### config.mk
export PLATFORM = sky130hd
export DESIGN_NAME = nslr_front
export DESIGN_NICKNAME = d
export VERILOG_FILES = /design/src/rtl/core/nslr_pkg.sv /design/src/rtl/core/nslr_front.sv
export SDC_FILE = /design/constraint.sdc
export NUM_CORES = 1
export LEC_CHECK = 0
export ABC_AREA = 1
export ABC_CLOCK_PERIOD_IN_PS = 2800
export BUFFER_PORTS_ARGS = -buffer_cell sky130_fd_sc_hd__buf_4
export CORE_MARGIN = 4
export CORE_UTILIZATION = 35
export DETAILED_ROUTE_END_ITERATION = 7
export GPL_TIMING_DRIVEN = 0
export SLEW_MARGIN = 40
export SYNTH_ARGS = -nofsm -noshare
export SYNTH_HDL_FRONTEND = slang
export SYNTH_SLANG_ARGS = --single-unit
### constraint.sdc
create_clock -name clk_i -period 2.8 [get_ports clk_i]
set_input_delay 0.14 -clock clk_i [delete_from_list [all_inputs] [get_ports clk_i]]
set_output_delay 0.14 -clock clk_i [all_outputs]
set_load 0.01 [all_outputs]
### src/rtl/core/nslr_pkg.sv
// Shared types and constants for the negative semivariance block.
package nslr_pkg;

  localparam int MaxSeriesLenDef = 65536;
  localparam int LogFrac = 24;
  localparam logic [31:0] Ln2Q32 = 32'hB17217F8;

  typedef struct packed {
    logic signed [31:0] price;
    logic               price_is_nan;
    logic               last_of_series;
  } in_req_t;

  typedef struct packed {
    logic [31:0] semivariance;
    logic        defined;
    logic [15:0] negative_count;
  } out_res_t;

  typedef struct packed {
    logic [30:0] price;
    logic        ok;
    logic        last;
  } q_item_t;

  typedef struct packed {
    logic    vld;
    q_item_t item;
  } q_stat_t;

  typedef enum logic [3:0] {
    ST_IDLE,
    ST_LOG,
    ST_PAIR,
    ST_MUL,
    ST_RND,
    ST_SQ,
    ST_ACC,
    ST_UPD,
    ST_DIV,
    ST_OUT
  } back_state_e;

endpackage

### src/rtl/core/nslr_front.sv
// Front end: accepts price requests, classifies them and queues them.
module nslr_front (
  input  logic             clk_i,
  input  logic             rst_ni,
  input  logic             in_valid_i,
  output logic             in_stall_o,
  input  nslr_pkg::in_req_t in_req_i,
  output nslr_pkg::q_stat_t q_stat_o,
  input  logic             q_pop_i
);

  nslr_pkg::q_item_t mem_q [2];
  logic       wr_ptr_q, rd_ptr_q;
  logic [1:0] cnt_q;
  logic       push;
  nslr_pkg::q_item_t item;

  assign in_stall_o = (cnt_q == 2'd2);
  assign push = in_valid_i && !in_stall_o;

  always_comb begin
    item.price = in_req_i.price[30:0];
    item.ok = !in_req_i.price_is_nan && (in_req_i.price != 32'sd0) && !in_req_i.price[31];
    item.last = in_req_i.last_of_series;
  end

  always_ff @(posedge clk_i) begin
    if (push) begin
      mem_q[wr_ptr_q] <= item;
    end
  end

  always_ff @(posedge clk_i or negedge rst_ni) begin
    if (!rst_ni) begin
      wr_ptr_q <= 1'b0;
      rd_ptr_q <= 1'b0;
      cnt_q <= 2'd0;
    end else begin
      if (push) wr_ptr_q <= !wr_ptr_q;
      if (q_pop_i) rd_ptr_q <= !rd_ptr_q;
      cnt_q <= cnt_q + 2'(push) - 2'(q_pop_i);
    end
  end

  assign q_stat_o.vld = (cnt_q != 2'd0);
  assign q_stat_o.item = mem_q[rd_ptr_q];

  a_no_overflow: assert property (@(posedge clk_i) disable iff (!rst_ni)
    cnt_q <= 2'd2) else $error("queue count out of range");
  a_no_underflow: assert property (@(posedge clk_i) disable iff (!rst_ni)
    q_pop_i |-> cnt_q != 2'd0) else $error("pop from empty queue");
  a_full_stall: assert property (@(posedge clk_i) disable iff (!rst_ni)
    (cnt_q == 2'd2 && !q_pop_i) |=> cnt_q == 2'd2) else $error("full queue lost entry");

endmodule

# Word-level counts from Yosys, hierarchy flattened

Memory sizes are Yosys's and may differ from the RTL's.
Index checks and enable logic that the tools add are counted.
W data, S select, Z words.

Register bits: 4
Output and inout port bits: 35
ROM bits: 0
Memories kept: 1
Latch bits: 0
Bits of input ports: 38
Memory bits (writable): 66

Shift operators: 0
Multiplexer cells: 2
Order comparisons: 0
Bitwise logic cells: 0
Div/mod/pow operators: 0
Multipliers: 0
$add $sub $neg: 2
Eq/ne operators: 1
Reduce and logical (&&, ||, !) cells: 10

Memories:

| name  | words | bits a word | read ports | clocked after memory_dff | write ports | RTL line         | RTL |
|---|---|---|---|---|---|---|---|
| mem_q | 2     | 33          | 1          | 0                        | 1           | nslr_front.sv:12 | `nslr_pkg::q_item_t mem_q [2];` |

Operators with widths:

| operator             | number |
|---|---|
| $reduce_bool A32 Y1  | 1 |
| $logic_not A1 Y1     | 5 |
| $logic_and A1 B1 Y1  | 3 |
| $add A2 B1 Y2        | 1 |
| $eq A2 B2 Y1 const B | 1 |
| $mux W1              | 2 |
| $reduce_bool A2 Y1   | 1 |
| $sub A2 B1 Y2        | 1 |

# Logic depth before layout (Yosys ltp)

Gate-level depths: netlist of run 1.

Depth in word-level cells: 5
Mapped depth: 6

# Worst setup path after synthesis of run 1

Ideal clock, no wire load.

Kind: reg-to-reg
Start: reg cnt_q[1]
End: mem mem_q[0][0] (netlist name), enable pin
Stages on the path, launching flop included: 4
Path slack: 433 ps
Data required time: 2377 ps
Library setup time: 423 ps
Data arrival time: 1944 ps
Path buffers: 0
Cells stage by stage: dfrtp_1 -> inv_1 -> o21ai_2 -> nor2_1

Longest elaborated chain between the ends: 5

RTL lines:

| item                          | RTL line         | RTL |
|---|---|---|
| start, declared               | nslr_front.sv:14 | `logic [1:0] cnt_q;` |
| start signal, assigned        | nslr_front.sv:41 | `cnt_q <= cnt_q + 2'(push) - 2'(q_pop_i);` |
| $eq A2 B2 Y1                  | nslr_front.sv:18 | `assign in_stall_o = (cnt_q == 2'd2);` |
| $logic_not A1 Y1              | nslr_front.sv:19 | `assign push = in_valid_i && !in_stall_o;` |
| $logic_and A1 B1 Y1           | nslr_front.sv:19 |  |
| $mux W1                       | nslr_front.sv:28 | `if (push) begin` |
| $mux W1 (implied by the code) | nslr_front.sv:29 | `mem_q[wr_ptr_q] <= item;` |
| end, declared                 | nslr_front.sv:12 |  |

Every way passes these cells.

==> metrics.yaml, run 1 <==
status:
  status: "finished, final reports clean"
floorplanning:
  core_area_mm2: 0.00785
  die_area_mm2: 0.00967
  rows: 32
  die_width_um: 98.4
  ios: 73
  fp.dieH_um: 98.4
  initial_core_util: 0.364
critical_path:
  start_kind: "register"
  cp.required_ns: 2.66
  crit_type: "reg2out"
  cp_max_fo: 10
  crit_path_end: "q_stat_o[26]"
  timing.rr.end: "cnt_q[1]"
  r2r-start: "cnt_q[1]"
  rr_worst_depth: 6
  crit_start: "rd_ptr_q"
  r2r_slack_ns: 1.37
  worst_ep_arrival_time_ns: 1.46
  endpoint_kind: "primary output"
power:
  combPwrFrac: 0.412
  p_per_area_mw_per_mm2: 898
  power.share.clock: 0.182
  p_int_uw: 2630
  pwr-share-seq: 0.406
  p_sw_frac: 0.290
  p_leak_uw: 0.00164
  p_sw_uw: 1070
  peakVddDrop_mv: 0.453
  power_uw: 3700
sta:
  slew-limit-headroom: 0.772
  layout_setup_ws_ns: 1.20
  setup_violations: 0
  tightest_slew_ns: 0.342
  fin_crit_ns: 1.60
  hold_violations: 0
  clock.fmax_mhz: 627
  finalCritPeriodShare: 0.570
  slew_viol_final: 0
  rsz0062_at_grt: "false"
  hold_ws_ns: 0.153
  skew_ns: 0.00733
synth:
  avgSynthCellArea_um2: 18.6
  synth_warnings: 0
  synth_top_family_by_area: "multiplexers"
  ys_types: 14
  synth_seq_cells: 70
  synth_fa_ha_area_frac: 0.00876
  synth_xor_area_frac: 0.0123
  synth-seq-area-share: 0.729
  synth-simple-area-share: 0.0504
  muxShareOfSynthArea: 0.168
  synth_compound_area_frac: 0.00306
  syn-cell-area_mm2: 0.00286
  synth_fp_nets: 194
  synthCells: 154
clock_network:
  clock_latency_ns: 0.33
  cts_sinks: 70
  cts_tree: "yes"
  cts_max_path_buffers: 2
  path_clk_slew_ns: 0.07
  ctsHtreeMaxLevel: 3
  cts_made_buffers: 9
  root_buffer: "clkbuf_8"
global_routing:
  gr-usage-met2: 0.196
  grt_pass1_vias: 1781
  antenna_found_initial: 0
  busiest_layer: "met2"
  grt_max_degree: 17
  grt.total_usage: 0.113
  grt_pass1_wl_um: 8490
  use_met3: 0.0314
  grt-ovfl-total: 0
  use_met1: 0.129
cells_and_area:
  layout-drive-gt1-share: 0.477
  fill_cells: 663
  nNetsFinal: 315
  final-instance-count-excl-fill: 381
  antennaDiodeCount: 0
  syn2layout_area_growth_pct: 44.1
detailed_routing:
  vias: 1633
  wl_per_cell_um: 13.8
  drt_wl_total_um: 5240
  drt_pass1_iterations: 4
  drt-initial-drc-count: 35
  ant_nets: 0
  drc: 0
  avgViaCountPerCell: 4.29
place:
  io_buffers: 72
  dpl_worst_slack_ns: 1.37
  dpl.hpwl_um: 3660
  gp_congestion: 0.666
  post-place-cells: 332
run:
  maxCapViolations: 0
hold_path:
  hold_path_class: "in2async"
==> how the worst min path moves through the flow <==
| stage | from | to | cells after the start |
|---|---|---|---|
| after floorplan | rst_ni | cnt_q[0] | 0 |
| after global placement | rst_ni | cnt_q[0] | 1 |
| after detailed placement | rst_ni | rd_ptr_q | 1 |
| after CTS | rst_ni | cnt_q[0] | 2 |
| after global routing | rst_ni | cnt_q[0] | 2 |
| final | rst_ni | cnt_q[0] | 2 |
==> power by group through the flow <==
stage	Sequential, µW	Clock (µW)	Combinational [µW]
finish	1500	675	1520
global route	1520	740	1640
CTS	1500	696	1560
detailed placement	1530	0	1520
global placement	1530	0	1420
floorplan	1520	0	898
==> area by class of cell <==
class	count	area [µm²]	share of cell area
buffer	4	71.3	0.0173
clock buffer	9	124	0.0301
clock inverter	6	40.0	0.00972
inverter	3	11.3	0.00273
multi-input combinational	77	708	0.172
sequential	70	2080	0.506
tap	102	128	0.0310
timing repair buffer	110	953	0.232
==> logic make-up (layout without fill, tap and decap cells) <==
family                     Yosys count  after routing
DFF                                 70             70
and+or+nand+nor                     37             37
muxes                               33             33
buffers and inverters                7            132
xor gates and xnor gates             4              4
adders and majority gates            2              2
AOI/OAI and AO/OA                    1              1
==> synthesized netlist by cell type <==
library cell  count  share of area
buf_6             1         0.0039
xnor2_1           2         0.0061
ha_1              2         0.0088
o21ai_2           1         0.0031
inv_1             3         0.0039
or2_2             2         0.0044
mux2_2            4          0.016
xor2_1            2         0.0061
edfxtp_1         66           0.69
nor2_1           25          0.033
buf_12            3          0.021
nand2_1          10          0.013
dfrtp_1           4          0.035
mux2_4           29           0.15
==> registers in the layout, summed over array words and instances, names as in the netlist <==
name and cells:
rd_ptr_q 1, cnt_q 2, mem_q 66, wr_ptr_q 1
==> worst max-delay path, stage by stage (launching register included) <==
cell and delay (ns):
dfrtp_1 0.37, buf_6 0.15, buf_12 0.15, mux2_4 0.30, buf_4 0.14
==> layout by cell type (no fill, tap or decap) <==
master / instances
xor2_1: 2
inv_1: 3
nor2_1: 23
nand2_1: 10
clkinv_2: 2
buf_12: 3
nor2_4: 2
ha_1: 2
clkinvlp_4: 4
dfrtp_1: 4
buf_8: 3
xnor2_1: 2
o21ai_2: 1
clkbuf_8: 9
buf_4: 72
buf_6: 1
mux2_4: 29
dlygate4sd3_1: 34
or2_2: 2
mux2_2: 4
buf_16: 1
edfxtp_1: 66
==> metrics by stage <==
stage               cell area [µm²]  utilization  setup TNS, ns
floorplan                      2860            -              0
global placement               3530        0.449         -28.16
detailed placement             3610        0.460              0
CTS                            4120        0.525              0
global route                   4120        0.525              0
finish                         4120        0.525              0
==> repair_timing <==
item                                    4_1_cts  5_1_grt
hold buffers                                 34        0
gates resized for setup                       0        0
endpoints found under the setup margin        0        0
hold endpoints to repair                     69        0
setup buffers                                 0        0
==> metal layers <==
| layer | vias up | wire length, µm |
|---|---|---|
| met4 | 0 | 73 |
| met1 | 768 | 2120 |
| li1 | 805 | - |
| met3 | 7 | 315 |
| met2 | 53 | 2730 |
| met5 | - | 0 |
Note: power is estimated with default switching activity, not from simulation.
==> run 2: changes to the inputs <==
--- a/config.mk
+++ b/config.mk
@@ -6,7 +6,7 @@
 export NUM_CORES = 1
 export LEC_CHECK = 0
 export ABC_AREA = 1
-export ABC_CLOCK_PERIOD_IN_PS = 2800
+export ABC_CLOCK_PERIOD_IN_PS = 1600
 export BUFFER_PORTS_ARGS = -buffer_cell sky130_fd_sc_hd__buf_4
 export CORE_MARGIN = 4
 export CORE_UTILIZATION = 35
==> constraint.sdc (replaced) <==
create_clock -name clk_i -period 1.6 [get_ports clk_i]
set_input_delay 0.08 -clock clk_i [delete_from_list [all_inputs] [get_ports clk_i]]
set_output_delay 0.08 -clock clk_i [all_outputs]
set_load 0.01 [all_outputs]
==> run 2 against run 1 <==
Against the previous run: power rose by 80%; hold slack worse by 0.082 ns; count of clock-buffer cells in the layout stayed put; first-iteration DRC count increased by 2.9%.
==> metrics.yaml, run 2 (synthesis gave the netlist of run 1 again) <==
global_routing:
  grt_pass1_vias: 1765  # -0.90%
  antenna_found_initial: 0  # unchanged
  grt.total_usage: 0.115  # +0.00231
  grt-ovfl-total: 0  # unchanged
  grt_pass1_wl_um: 8580  # +1.1%
  grt_max_degree: 20  # +3
clock_network:
  cts_sinks: 70  # unchanged
  cts_max_path_buffers: 2  # unchanged
  cts_made_buffers: 9  # unchanged
  path_clk_slew_ns: 0.07  # about the same
  clock_latency_ns: 0.33  # about the same
  cts_resized: 0  # unchanged
  cts_tree: "yes"
  ctsHtreeMaxLevel: 3  # unchanged
  root_buffer: "clkbuf_8"
detailed_routing:
  vias: 1639  # +0.37%
  drt_wl_total_um: 5290  # +0.99%
  avgViaCountPerCell: 4.29  # +0.10%
  drc: 0  # unchanged
  drt_pass1_iterations: 4  # unchanged
  wl_per_cell_um: 13.9  # +0.73%
  drt-initial-drc-count: 36  # +2.9%
  ant_nets: 0  # unchanged
critical_path:
  r2r-start: "cnt_q[1]"
  timing.rr.end: "cnt_q[1]"
  crit_type: "reg2out"
  start_kind: "register"
  endpoint_kind: "primary output"
  crit_path_end: "q_stat_o[28]"
  rr_worst_depth: 6  # unchanged
  crit_start: "rd_ptr_q"
  r2r_slack_ns: 0.16  # -1.21 ns
  worst_ep_arrival_time_ns: 1.46  # about the same
  cp.required_ns: 1.52  # -1.14 ns
  cp_max_fo: 10  # unchanged
hold_path:
  hold_path_class: "in2async"
floorplanning:
  die_width_um: 98.4  # unchanged
  core_area_mm2: 0.00785  # unchanged
  fp.dieH_um: 98.4  # unchanged
  ios: 73  # unchanged
  die_area_mm2: 0.00967  # unchanged
  rows: 32  # unchanged
  initial_core_util: 0.364  # unchanged
cells_and_area:
  syn2layout_area_growth_pct: 45.1
  top_regs: "mem_q (66), cnt_q (2)"
  layout_commonest_cell: "buf_4"
  largest_register_ffs: 66  # unchanged
  antennaDiodeCount: 0  # unchanged
  nNetsFinal: 316  # +0.32%
  final_cell_mix: "73 x buf_4, 66 x edfxtp_1, 34 x dlygate4sd3_1, 29 x mux2_4, 23 x nor2_1"
  final_area_mm2: 0.00415  # +0.70%
  final-instance-count-excl-fill: 382  # +0.26%
  layout-drive-gt1-share: 0.475  # -0.00170
  largest-register: "mem_q"
power:
  p_per_area_mw_per_mm2: 1600  # +78%
  peakVddDrop_mv: 0.745  # +64%
  p_leak_uw: 0.00165  # +0.63%
place:
  gp_congestion: 0.667  # +0.14%
  dpl.hpwl_um: 3580  # -2.2%
  dpl_worst_slack_ns: -0.0408  # -1.41 ns
  io_buffers: 72  # unchanged
  post-place-cells: 330  # -0.60%
  placed_cell_area_mm2: 0.00357  # -1.2%
sta:
  skew_ns: 0.00725  # -0.0000782 ns
  hold_violations: 0  # unchanged
  setup_violations: 0  # unchanged
  hold_ws_ns: 0.0709  # -0.0816 ns
  slew_viol_final: 0  # unchanged
  layout_setup_ws_ns: 0.0639  # -1.14 ns
  tightest_slew_ns: 0.337  # -0.00532 ns
  fin_crit_ns: 1.54
  slew-limit-headroom: 0.775  # +0.00355
  rsz0062_at_grt: "false"
  clock.fmax_mhz: 651
  finalCritPeriodShare: 0.960
status:
  status: "finished, final reports clean"
run:
  maxCapViolations: 0  # unchanged
[run 2: where the power goes]
| part | switching, µW | internal (µW) |
|---|---|---|
| combinational | 1140 | 1550 |
| sequential | 121 | 2510 |
| clock | 618 | 704 |
| total | 1880 | 4770 |
[run 2: how the worst min path moves through the flow]
stage	start	slack, ns	endpoint	cells past startpoint
after floorplan	rst_ni	-0.22	cnt_q[0]	0
after global placement	rst_ni	-0.12	cnt_q[0]	1
after detailed placement	rst_ni	-0.12	cnt_q[0]	1
after CTS	rst_ni	0.05	cnt_q[0]	2
after global routing	rst_ni	0.07	cnt_q[1]	2
final	rst_ni	0.07	cnt_q[0]	2
[run 2: per-stage QoR]
stage | power (µW) | utilization | setup TNS [ns]
3_5_place_dp | 5250 | 0.455 | -1.09
4_1_cts | 6750 | 0.527 | 0
2_1_floorplan | 4230 | - | -14.89
3_3_place_gp | 5170 | 0.450 | -52.56
6_report | 6640 | 0.528 | 0
5_1_grt | 7030 | 0.528 | 0
[run 2: area by class of cell]
class / count / area [µm²]
Fill cell: 678 / 3700
Sequential cell: 70 / 2080
Timing Repair Buffer: 111 / 958
Multi-Input combinational cell: 77 / 708
Tap cell: 102 / 128
Clock buffer: 9 / 124
Buffer: 4 / 71.3
Clock inverter: 6 / 63.8
Inverter: 3 / 11.3
[run 2: layer usage]
layer  vias up  routed length, µm  GRT usage
met5         -                  0          0
met4         0                 66     0.0599
met3         8                395     0.0386
met2        60               2560      0.183
met1       762               2270      0.140
li1        809                  -          -
[run 2: repair_timing]
| action | CTS | global route |
|---|---|---|
| setup endpoints to repair | 38 | 2 |
| hold endpoints to repair | 69 | 0 |
| hold buffers | 34 | 0 |
| pin swaps | 2 | 0 |
| buffers inserted | 2 | 1 |
| cloned | 0 | 0 |
[run 2: worst max-delay path, cell delays in order (launching register included)]
cell	delay (ns)
dfrtp_1	0.37
buf_6	0.15
buf_12	0.15
mux2_4	0.31
buf_4	0.15
